--- config.mk ---
export PLATFORM = sky130hd
export DESIGN_NAME = led_matrix_text_scroller_top_flat
export DESIGN_NICKNAME = d
export VERILOG_FILES = /design/src/design/lmts_pkg.sv /design/src/design/lmts_in_if.sv /design/src/design/lmts_out_if.sv /design/src/design/lmts_cfg_if.sv /design/src/design/led_matrix_text_scroller_top.sv /design/src/design/lmts_cell.sv /design/src/flat_wrapper.sv
export VERILOG_INCLUDE_DIRS = /design/src /design/src/design
export SDC_FILE = /design/constraint.sdc
export NUM_CORES = 1
export LEC_CHECK = 0
export BUFFER_PORTS_ARGS = -buffer_cell sky130_fd_sc_hd__buf_2
export CORE_UTILIZATION = 44
export DETAILED_ROUTE_END_ITERATION = 8
export PLACE_DENSITY = 0.69
export SKIP_CTS_REPAIR_TIMING = 1
export SYNTH_ARGS = -nofsm -noshare
export SYNTH_HDL_FRONTEND = slang
export SYNTH_SLANG_ARGS = --single-unit
--- constraint.sdc ---
create_clock -name clk_i -period 6.8 [get_ports clk_i]
set_input_delay 0.34 -clock clk_i [delete_from_list [all_inputs] [get_ports clk_i]]
set_output_delay 0.34 -clock clk_i [all_outputs]
set_load 0.1 [all_outputs]
--- src/design/led_matrix_text_scroller_top_defines.svh ---
// Assertion macros used by the text scroller top level.
`ifndef LED_MATRIX_TEXT_SCROLLER_TOP_DEFINES_SVH
`define LED_MATRIX_TEXT_SCROLLER_TOP_DEFINES_SVH

// Checks that the consequent holds in the same cycle as the antecedent.
`define LMTS_ASSERT_SAME(label, clk, rst_n, ante, cons) \
  label: assert property (@(posedge clk) disable iff (!rst_n) (ante) |-> (cons)) \
    else $error("lmts assertion failed");

// Checks that the consequent holds in the cycle after the antecedent.
`define LMTS_ASSERT_NEXT(label, clk, rst_n, ante, cons) \
  label: assert property (@(posedge clk) disable iff (!rst_n) (ante) |=> (cons)) \
    else $error("lmts assertion failed");

`endif

--- src/design/lmts_pkg.sv ---
// Package with the types, constants and font table of the text scroller.
package lmts_pkg;

  localparam int unsigned LmtsRows     = 8;
  localparam int unsigned LmtsRowW     = 8;
  localparam int unsigned LmtsCntW     = 6;
  localparam int unsigned LmtsGlyphCnt = 21;

  localparam logic [7:0] FirstGlyph = 8'h41;
  localparam logic [7:0] LastGlyph  = 8'h55;

  typedef logic [LmtsRowW-1:0] row_t;
  typedef logic [3:0]          addr_t;
  typedef logic [2:0]          idx_t;
  typedef logic [LmtsCntW-1:0] cnt_t;

  typedef struct packed {
    logic clear;
    logic shift;
    logic load;
  } cell_ctrl_t;

  localparam row_t GlyphRom [LmtsGlyphCnt*8] = '{
    8'h00, 8'h1F, 8'h24, 8'h44, 8'h44, 8'h24, 8'h1F, 8'h00,
    8'h01, 8'h02, 8'h04, 8'h08, 8'h10, 8'h20, 8'h40, 8'h80,
    8'h00, 8'h22, 8'h41, 8'h41, 8'h41, 8'h22, 8'h1C, 8'h00,
    8'h01, 8'h02, 8'h04, 8'h08, 8'h10, 8'h20, 8'h40, 8'h80,
    8'h00, 8'h00, 8'h41, 8'h49, 8'h49, 8'h49, 8'h7F, 8'h00,
    8'h01, 8'h02, 8'h04, 8'h08, 8'h10, 8'h20, 8'h40, 8'h80,
    8'h01, 8'h02, 8'h04, 8'h08, 8'h10, 8'h20, 8'h40, 8'h80,
    8'h00, 8'h7F, 8'h08, 8'h08, 8'h08, 8'h08, 8'h7F, 8'h00,
    8'h01, 8'h02, 8'h04, 8'h08, 8'h10, 8'h20, 8'h40, 8'h80,
    8'h01, 8'h02, 8'h04, 8'h08, 8'h10, 8'h20, 8'h40, 8'h80,
    8'h01, 8'h02, 8'h04, 8'h08, 8'h10, 8'h20, 8'h40, 8'h80,
    8'h00, 8'h00, 8'h01, 8'h01, 8'h01, 8'h01, 8'h7F, 8'h00,
    8'h01, 8'h02, 8'h04, 8'h08, 8'h10, 8'h20, 8'h40, 8'h80,
    8'h01, 8'h02, 8'h04, 8'h08, 8'h10, 8'h20, 8'h40, 8'h80,
    8'h00, 8'h1C, 8'h22, 8'h41, 8'h41, 8'h22, 8'h1C, 8'h00,
    8'h01, 8'h02, 8'h04, 8'h08, 8'h10, 8'h20, 8'h40, 8'h80,
    8'h01, 8'h02, 8'h04, 8'h08, 8'h10, 8'h20, 8'h40, 8'h80,
    8'h01, 8'h02, 8'h04, 8'h08, 8'h10, 8'h20, 8'h40, 8'h80,
    8'h01, 8'h02, 8'h04, 8'h08, 8'h10, 8'h20, 8'h40, 8'h80,
    8'h01, 8'h02, 8'h04, 8'h08, 8'h10, 8'h20, 8'h40, 8'h80,
    8'h00, 8'h7E, 8'h01, 8'h01, 8'h01, 8'h01, 8'h7E, 8'h00
  };

  // Characters outside the font read as a blank glyph.
  function automatic row_t glyph_byte(logic [7:0] code, idx_t k);
    logic [4:0] off;
    logic [7:0] idx;
    off = 5'(code - FirstGlyph);
    idx = {off, k};
    if (code inside {[FirstGlyph:LastGlyph]}) begin
      return GlyphRom[idx];
    end
    return '0;
  endfunction

endpackage

--- src/design/lmts_in_if.sv ---
// Input channel carrying one message character per transfer.
interface lmts_in_if;
  logic       valid;
  logic       ready;
  logic [7:0] char_code;
  logic       message_start;

  modport source (output valid, output char_code, output message_start, input ready);
  modport sink   (input valid, input char_code, input message_start, output ready);
endinterface

--- src/design/lmts_out_if.sv ---
// Output channel carrying one display register write per transfer.
interface lmts_out_if;
  logic       valid;
  logic       ready;
  logic [3:0] reg_address;
  logic [7:0] row_value;
  logic       last_write;

  modport source (output valid, output reg_address, output row_value, output last_write,
                  input ready);
  modport sink   (input valid, input reg_address, input row_value, input last_write,
                  output ready);
endinterface

--- src/design/lmts_cfg_if.sv ---
// Configuration write channel for the scroll direction register.
interface lmts_cfg_if;
  logic valid;
  logic ready;
  logic scroll_vertical;

  modport source (output valid, output scroll_vertical, input ready);
  modport sink   (input valid, input scroll_vertical, output ready);
endinterface

--- src/design/led_matrix_text_scroller_top.sv ---
// Top level of the 8x8 LED matrix text scroller.
// Each accepted character produces 64 display register writes, one per cycle when the
// output side takes them, and no new character is accepted until all are issued.
// The frame lives in a ring of eight row cells that rotates by one row per write, but
// for the write of row index 7 in horizontal mode, which loads the glyph byte into cell 0;
// the row leaving cell 0 is shown and fed back, updated in vertical mode, into cell 7.
// A new character is taken in the cycle after the last write of the previous one
// is loaded into the output register.
module led_matrix_text_scroller_top (
  input  logic       clk_i,
  input  logic       rst_ni,
  lmts_in_if.sink    in_i,
  lmts_cfg_if.sink   cfg_i,
  lmts_out_if.source out_o
);
  import lmts_pkg::*;
  `include "led_matrix_text_scroller_top_defines.svh"

  logic       vert_q;
  logic       busy_q;
  cnt_t       cnt_q;
  logic [7:0] char_q;
  logic       out_valid_q;
  addr_t      out_addr_q;
  row_t       out_row_q;
  logic       out_last_q;

  row_t       rows [LmtsRows];
  cell_ctrl_t ctrl [LmtsRows];

  idx_t       step, row_idx;
  logic       in_fire, adv, hlast, gbit;
  row_t       gbyte, fb;

  assign step    = cnt_q[5:3];
  assign row_idx = cnt_q[2:0];
  assign in_fire = in_i.valid && !busy_q;
  assign adv     = busy_q && (!out_valid_q || out_o.ready);
  assign gbyte   = glyph_byte(char_q, vert_q ? row_idx : ~step);
  assign gbit    = gbyte[~step];
  assign fb      = vert_q ? {rows[0][LmtsRowW-2:0], gbit} : rows[0];
  assign hlast   = !vert_q && (row_idx == idx_t'(LmtsRows - 1));

  for (genvar i = 0; i < LmtsRows; i++) begin : g_cell
    row_t nbr;
    if (i == LmtsRows - 1) begin : g_tail
      assign nbr = fb;
    end else begin : g_body
      assign nbr = rows[i+1];
    end
    assign ctrl[i] = '{clear: in_fire && in_i.message_start,
                       shift: adv && !hlast,
                       load:  (i == 0) && adv && hlast};
    lmts_cell u_cell (
      .clk_i  (clk_i),
      .rst_ni (rst_ni),
      .ctrl_i (ctrl[i]),
      .nbr_i  (nbr),
      .load_i (gbyte),
      .row_o  (rows[i])
    );
  end

  always_ff @(posedge clk_i or negedge rst_ni) begin
    if (!rst_ni) begin
      vert_q      <= 1'b0;
      busy_q      <= 1'b0;
      cnt_q       <= '0;
      out_valid_q <= 1'b0;
    end else begin
      if (cfg_i.valid) begin
        vert_q <= cfg_i.scroll_vertical;
      end
      if (in_fire) begin
        busy_q <= 1'b1;
      end else if (adv && (cnt_q == '1)) begin
        busy_q <= 1'b0;
      end
      if (adv) begin
        cnt_q       <= cnt_q + cnt_t'(1);
        out_valid_q <= 1'b1;
      end else if (out_o.ready) begin
        out_valid_q <= 1'b0;
      end
    end
  end

  always_ff @(posedge clk_i) begin
    if (in_fire) begin
      char_q <= in_i.char_code;
    end
    if (adv) begin
      out_addr_q <= {1'b0, row_idx} + addr_t'(1);
      out_row_q  <= fb;
      out_last_q <= (cnt_q == '1);
    end
  end

  assign in_i.ready        = !busy_q;
  assign cfg_i.ready       = 1'b1;
  assign out_o.valid       = out_valid_q;
  assign out_o.reg_address = out_addr_q;
  assign out_o.row_value   = out_row_q;
  assign out_o.last_write  = out_last_q;

  `LMTS_ASSERT_SAME(a_idle_count_zero, clk_i, rst_ni, !busy_q, cnt_q == '0)
  `LMTS_ASSERT_SAME(a_last_is_row8, clk_i, rst_ni, out_valid_q && out_last_q,
                    out_addr_q == addr_t'(LmtsRows))
  `LMTS_ASSERT_NEXT(a_start_clears, clk_i, rst_ni, in_fire && in_i.message_start,
                    rows[0] == '0 && rows[LmtsRows-1] == '0)

endmodule

--- src/design/lmts_cell.sv ---
// One frame row cell of the rotating row chain.
module lmts_cell (
  input  logic                   clk_i,
  input  logic                   rst_ni,
  input  lmts_pkg::cell_ctrl_t   ctrl_i,
  input  lmts_pkg::row_t         nbr_i,
  input  lmts_pkg::row_t         load_i,
  output lmts_pkg::row_t         row_o
);
  import lmts_pkg::*;

  row_t row_d, row_q;

  always_comb begin
    row_d = row_q;
    if (ctrl_i.clear) begin
      row_d = '0;
    end else if (ctrl_i.load) begin
      row_d = load_i;
    end else if (ctrl_i.shift) begin
      row_d = nbr_i;
    end
  end

  always_ff @(posedge clk_i or negedge rst_ni) begin
    if (!rst_ni) begin
      row_q <= '0;
    end else begin
      row_q <= row_d;
    end
  end

  assign row_o = row_q;

endmodule
--- src/flat_wrapper.sv ---
// flat-port wrapper written by rule: the top's interface ports become plain ports
module led_matrix_text_scroller_top_flat import lmts_pkg::*;
  (clk_i, rst_ni, in_i_valid, in_i_char_code, in_i_message_start, in_i_ready, cfg_i_valid, cfg_i_scroll_vertical, cfg_i_ready, out_o_valid, out_o_reg_address, out_o_row_value, out_o_last_write, out_o_ready);
  lmts_in_if in_i_i ();
  lmts_cfg_if cfg_i_i ();
  lmts_out_if out_o_i ();
  input  logic clk_i;
  input  logic rst_ni;
  input wire logic [$bits(in_i_i.valid)-1:0] in_i_valid;
  input wire logic [$bits(in_i_i.char_code)-1:0] in_i_char_code;
  input wire logic [$bits(in_i_i.message_start)-1:0] in_i_message_start;
  output wire logic [$bits(in_i_i.ready)-1:0] in_i_ready;
  input wire logic [$bits(cfg_i_i.valid)-1:0] cfg_i_valid;
  input wire logic [$bits(cfg_i_i.scroll_vertical)-1:0] cfg_i_scroll_vertical;
  output wire logic [$bits(cfg_i_i.ready)-1:0] cfg_i_ready;
  output wire logic [$bits(out_o_i.valid)-1:0] out_o_valid;
  output wire logic [$bits(out_o_i.reg_address)-1:0] out_o_reg_address;
  output wire logic [$bits(out_o_i.row_value)-1:0] out_o_row_value;
  output wire logic [$bits(out_o_i.last_write)-1:0] out_o_last_write;
  input wire logic [$bits(out_o_i.ready)-1:0] out_o_ready;
  assign in_i_i.valid = in_i_valid;
  assign in_i_i.char_code = in_i_char_code;
  assign in_i_i.message_start = in_i_message_start;
  assign in_i_ready = in_i_i.ready;
  assign cfg_i_i.valid = cfg_i_valid;
  assign cfg_i_i.scroll_vertical = cfg_i_scroll_vertical;
  assign cfg_i_ready = cfg_i_i.ready;
  assign out_o_valid = out_o_i.valid;
  assign out_o_reg_address = out_o_i.reg_address;
  assign out_o_row_value = out_o_i.row_value;
  assign out_o_last_write = out_o_i.last_write;
  assign out_o_i.ready = out_o_ready;
  led_matrix_text_scroller_top u_core (.clk_i(clk_i), .rst_ni(rst_ni), .in_i(in_i_i), .cfg_i(cfg_i_i), .out_o(out_o_i));
endmodule
=== Word level (Yosys, flattened, before mapping) ===
Memories as Yosys holds them, arrays and structs flattened.
Index checks and enable logic that the tools add are counted.

* Logic and storage cells: 75
* ROM bits: 2,048
* Bits in registers: 94
* Memories kept: 1
* Output and inout bits: 16

{| class="wikitable"
|+ Memories
! name !! depth !! width !! read ports !! clocked after Yosys merged registers in !! wr ports !! RTL line !! RTL
|-
| (no name shown) || 256 || 8 || 1 || 0 || 0 || lmts_pkg.sv:54 || <nowiki>return GlyphRom[idx];</nowiki>
|}

* Bitwise gates (word level): 2
* Multiplexer cells: 30
* Reductions and logical operators: 17
* $add $sub $neg: 3
* Equal/unequal tests: 2
* Magnitude comparators: 4

{| class="wikitable"
|+ Operators by type and width
! operator !! count
|-
| $mux W8 || 22
|-
| $ge A9 B9 Y1 const B || 1
|-
| $not A8 Y9 || 1
|-
| $ge A8 B7 Y1 const B || 1
|-
| $le A8 B7 Y1 const B || 1
|-
| $logic_and A1 B1 Y1 || 8
|-
| $add A6 B1 Y6 const B || 1
|-
| $eq A6 B6 Y1 const B || 1
|-
| $mux W1 || 6
|-
| $reduce_bool A2 Y1 || 3
|-
| $sub A5 B1 Y5 const B || 1
|-
| $add A3 B1 Y4 const B || 1
|-
| $logic_not A1 Y1 || 4
|-
| $lt A3 B4 Y1 const B || 1
|-
| $bmux W1 S3 || 1
|-
| $eq A3 B3 Y1 const B || 1
|-
| $mux W3 || 1
|-
| $not A3 Y3 || 1
|-
| $reduce_bool A3 Y1 || 1
|-
| $logic_or A1 B1 Y1 || 1
|}

=== Depth between registers and ports, before layout ===
* Depth in word-level cells: 13
* Gate-level depth with buffers: 15

=== Modules after synthesis ===
Synthesis repeated with hierarchy kept, for this count alone.

* Cell total of the unflattened synthesis: 606
* Area total of the unflattened synthesis: 5,998.3 um2

{| class="wikitable"
|+ By module, submodules not included
! module !! times used !! area an instance (um2) !! cells each !! seq. area each (um2)
|-
| lmts_cell || 8 || 409.1 || 35 || 200.2
|-
| led_matrix_text_scroller_top || 1 || 2,725.1 || 326 || 855.8
|}

=== Worst setup path before layout ===
No wires, ideal clock.

* Path type: reg-to-reg
* From: register u_core.char_q[0]
* To: register u_core.out_row_q[0], in the netlist u_core.out_o.row_value[0] (data pin)
* Clock period less this slack: 3,089 ps
* Arrival time: 2,829 ps
* Buffers on the path: 3
* Cell stages (with the launch flop): 15
* Path slack: 3,711 ps
* Cell sequence: edfxtp_1 > inv_1 > buf_2 > clkbuf_1 > ha_1 > buf_6 > nor3b_4 > xor2_1 > o21ai_1 > a21oi_1 > nor2_1 > a32oi_1 > o221ai_2 > a211oi_2 > nor2_1

* Longest elaborated chain between the ends: 10
* Elaborated cells between the ends (all ways): 14
* Classes of those cells: 1 x add/sub; 2 x order compare; 8 x mux; 1 x bitwise; 1 x reduce/logical; 1 x memory

{| class="wikitable"
|+ Ends and longest elaborated chain
! what !! RTL line !! RTL
|-
| start: declaration || led_matrix_text_scroller_top.sv:22 || <nowiki>logic [7:0] char_q;</nowiki>
|-
| start signal: assignment || led_matrix_text_scroller_top.sv:90 || <nowiki>char_q <= in_i.char_code;</nowiki>
|-
| $sub A5 B1 Y5 || lmts_pkg.sv:51 || <nowiki>off = 5'(code - FirstGlyph);</nowiki>
|-
| $not A8 Y9 (not written as such) || lmts_pkg.sv:54 ||
|-
| $mem_v2 Z256 W8 || - ||
|-
| $mux W8 (not written as such) (2 in series) || lmts_pkg.sv:54 ||
|-
| $mux W8 || lmts_pkg.sv:53 || <nowiki>if (code inside {[FirstGlyph:LastGlyph]}) begin</nowiki>
|-
| $mux W8 * || lmts_pkg.sv:56 || <nowiki>return '0;</nowiki>
|-
| $bmux W1 S3 * || led_matrix_text_scroller_top.sv:40 || <nowiki>assign gbit = gbyte[~step];</nowiki>
|-
| $mux W1 (not written as such) * || led_matrix_text_scroller_top.sv:40 ||
|-
| $mux W8 * || led_matrix_text_scroller_top.sv:41 || <nowiki>assign fb = vert_q ? {rows[0][LmtsRowW-2:0], gbit} : rows[0];</nowiki>
|-
| named net u_core.fb[0] || led_matrix_text_scroller_top.sv:33 || <nowiki>row_t gbyte, fb;</nowiki>
|-
| end signal: assignment || led_matrix_text_scroller_top.sv:94 || <nowiki>out_row_q <= fb;</nowiki>
|-
| end: declaration || led_matrix_text_scroller_top.sv:25 || <nowiki>row_t out_row_q;</nowiki>
|}

Mark *: on every way through the listed nets, which the timed path passes. The rest lies on a longest branch. The select of a mux whose other input is x is not followed.
A chain may end at the register's enable or synchronous reset.

=== Worst setup path after layout ===
Same ends and word-level chain as after synthesis.

==> run_results.csv <==
group,metric,value,unit
run_status,status,"complete, no violations",
worst_setup_path,worstPathMaxFanout,22,
power_and_ir_drop,p_comb_frac,0.357,
layout,area_growth,8.123,%
drt,wl_per_cell,18.48,µm
sta,finalSetupTns,0,ns
logic_synthesis,syn_area,5406,µm²
clocking,cts_tree,"done",
drt,drt_pass1_iterations,5,
worst_setup_path,critPathLaunchType,"register",
floorplan,design.die.area,12740,µm²
logic_synthesis,yosys_warnings,0,
sta,finalMaxSlewViolations,0,
floorplan,core_area,12010,µm²
clocking,cts_root_buf,"clkbuf_16",
clocking,clockBufferDepth,2,
clocking,clkLatencyLatePin,0.34,ns
drt,ant_nets,0,
sta,worst_pin_slew,1.128,ns
global_routing,grt.total_usage,0.2289,
drt,vias,4575,
layout,regArea,2457,µm²
sta,relSlewSlack,0.2463,
power_and_ir_drop,power_frac_clock,0.240,
worst_setup_path,worst-setup-path-type,"register to register",
worst_setup_path,endpoint_kind,"register",
sta,period_needed,4.217,ns
sta,fmax,237.1,MHz
logic_synthesis,ys_seq_area_frac,0.4545,
floorplan,initial_core_util,0.4501,
logic_synthesis,synth_cells,606,
clocking,cts.sinks,94,
sta,finalHoldViolCount,0,
power_and_ir_drop,cellPowerDensity,353.9,nW/µm²
sta,whs,0.1764,ns
power_and_ir_drop,p_leak,2.601,nW
place,dp_hpwl,9369,µm
worst_setup_path,cp_data_required_time,6.89,ns
power_and_ir_drop,ir_worst_vdd,0.0001728,V
logic_synthesis,synth_edf_count,21,
global_routing,grt-ovfl-total,0,
logic_synthesis,synth_top_flop_cell,"dfrtp_1",
floorplan,die_w,112.9,µm
power_and_ir_drop,swShare,0.4117,
power_and_ir_drop,total_power,2.069,mW
layout,diodes,0,
logic_synthesis,netlist_top_cells_area,"dfrtp_1, edfxtp_1, nand2_1",
layout,drive_gt1_frac,0.1419,
floorplan,ios,31,
logic_synthesis,yosys.area.top_type_share,0.3379,
sta,worst_slack,2.583,ns
layout,nFillCells,1142,
min_path,min_path_cells,1,
sta,period_share,0.6202,
floorplan,row_count,40,
drt,first_iter_violations,444,
place,dpl_worst_slack,2.666,ns
drt,via_per_inst,6.020,
sta,rsz0062_at_grt,"false",
layout,final_core_util,0.4867,
global_routing,antenna_found_initial,0,
drt,routed_wl,14050,µm
sta,fin_skew,0.006985,ns
drt,drc,0,
place,port_buffers,29,
power_and_ir_drop,pwr-share-seq,0.402,
logic_synthesis,synthArstFlopShare,0.7766,
layout,finalNetCount,627,
logic_synthesis,syn-num-nets,625,
layout,multi_input_area,2700,µm²
power_and_ir_drop,p_int,1.217,mW
flow_run,max_cap_viol_count,0,
logic_synthesis,syn_area_per_cell,8.922,µm²
global_routing,grt_pass1_vias,4352,
floorplan,die_y,112.9,µm
place,gp_congestion,0.9826,
logic_synthesis,yosysTopAreaCell,"dfrtp_1",
sta,setup_viol,0,
clocking,numCtsBuffers,9,
global_routing,grt_pass1_wl,22690,µm
clocking,cts.clk_slew.worst_paths,0.07,ns
worst_setup_path,cp_data_arrival_time,4.31,ns
logic_synthesis,ys_types,75,
clocking,htreeDepth,3,
power_and_ir_drop,p_switching,0.8516,mW
worst_setup_path,worst_r2r_path_depth,12,
logic_synthesis,synth-seq-cells,94,
min_path,hold_path_class,"primary input to register",
global_routing,grt_max_degree,74,
## cell families after synthesis
group	Yosys count	share of synthesized area
compound gates	126	0.1694
other cells	1	0.0006936
xor+xnor	17	0.03240
mux	10	0.02060
flops	94	0.4545
fa+ha+maj	4	0.009257
buf+inv	50	0.04629
simple gates	304	0.2668
## worst max-delay path, stage by stage, from the launching register on
cell and delay, ns:
edfxtp_1 0.32, buf_4 0.27, inv_1 0.40, ha_1 1.01, inv_1 0.35, o211ai_1 0.25, o32ai_1 0.15, a221oi_1 0.32
o21ai_1 0.15, a32oi_1 0.22, o221ai_2 0.15, a211oi_2 0.30, nor2_1 0.07
## per-layer routing
| layer | global-route usage | vias to the layer above | part of all wire |
|---|---|---|---|
| li1 | - | 2140 | - |
| met1 | 0.3179 | 2229 | 0.44 |
| met2 | 0.3543 | 171 | 0.47 |
| met3 | 0.03374 | 35 | 0.054 |
| met4 | 0.1070 | 0 | 0.032 |
| met5 | 0 | - | 0 |
## stage by stage
step,area [µm²],std cells
final,5846,760
after global routing,5846,760
after CTS,5846,760
after detailed placement,5550,744
after global placement,5550,744
after floorplan,5406,606
## cells in the final DEF (no fill, tap or decap), drive strengths merged, types with 7 or more instances in the layout
master	instances
mux2	9
a221oi	7
dfrtp	73
o211ai	10
inv	9
nor3	8
o21ai	34
nand2b	8
clkbuf	9
nand2	144
o31ai	8
nor2	44
edfxtp	21
nand3	65
buf	34
a21oi	14
xnor2	13
## worst paths after layout
path                                                       start                               end  slack (ns)
min in group asynchronous                                 rst_ni  u_core.g_cell[4].u_cell.row_o[4]        0.21
worst max register to register                  u_core.char_q[0]         u_core.out_o.row_value[0]        2.58
max in group asynchronous                                 rst_ni                     u_core.vert_q        6.01
worst min-delay path                           in_i_char_code[1]                  u_core.char_q[1]        0.18
worst min register to register  u_core.g_cell[2].u_cell.row_o[0]  u_core.g_cell[1].u_cell.row_o[0]        0.46
worst max-delay path                            u_core.char_q[0]         u_core.out_o.row_value[0]        2.58
## synthesized netlist by cell type, types with 3 or more instances
library cell / number
nand2_1: 144
dfrtp_1: 73
nand3_1: 65
nor2_1: 38
o21ai_0: 30
clkbuf_1: 22
edfxtp_1: 21
a21oi_1: 12
xnor2_1: 12
o211ai_1: 10
mux2_2: 9
buf_2: 8
buf_4: 8
nand2b_1: 8
inv_1: 7
o31ai_1: 7
a221oi_1: 6
nor2b_1: 6
o22ai_1: 6
a31oi_1: 5
nand4_1: 5
nor3_1: 5
a22oi_1: 4
and2_1: 4
ha_1: 4
a211oi_1: 3
a21o_1: 3
a22o_1: 3
a32oi_1: 3
and2b_4: 3
and3_1: 3
buf_6: 3
nor2_2: 3
nor2_4: 3
o2111ai_1: 3
o21ai_1: 3
xor2_1: 3
## area by class of cell
cell class,instances,area share
clock inverter,7,0.01199
inverter,7,0.004495
sequential,94,0.4204
multi-input combinational,462,0.4619
timing repair buffer,34,0.03125
tap,147,0.03146
clock buffer,9,0.03853
## power by group through the flow
stage               Clock, mW  Sequential [mW]  Combinational, mW
finish                  0.497            0.832              0.739
global route            0.530            0.853              0.796
CTS                     0.511            0.833              0.729
detailed placement          0            0.841              0.724
global placement            0            0.838              0.734
floorplan                   0            0.919              0.475
## flip-flops by register name, summed over array words and instances (netlist names)
register	flops
u_core.out_o.row_value	8
u_core.vert_q	1
u_core.char_q	8
u_core.out_o.reg_address	4
u_core.g_cell.u_cell.row_o	64
u_core.busy_q	1
u_core.out_o.valid	1
u_core.out_o.last_write	1
u_core.cnt_q	6
Power figures use the tool's default switching activity.
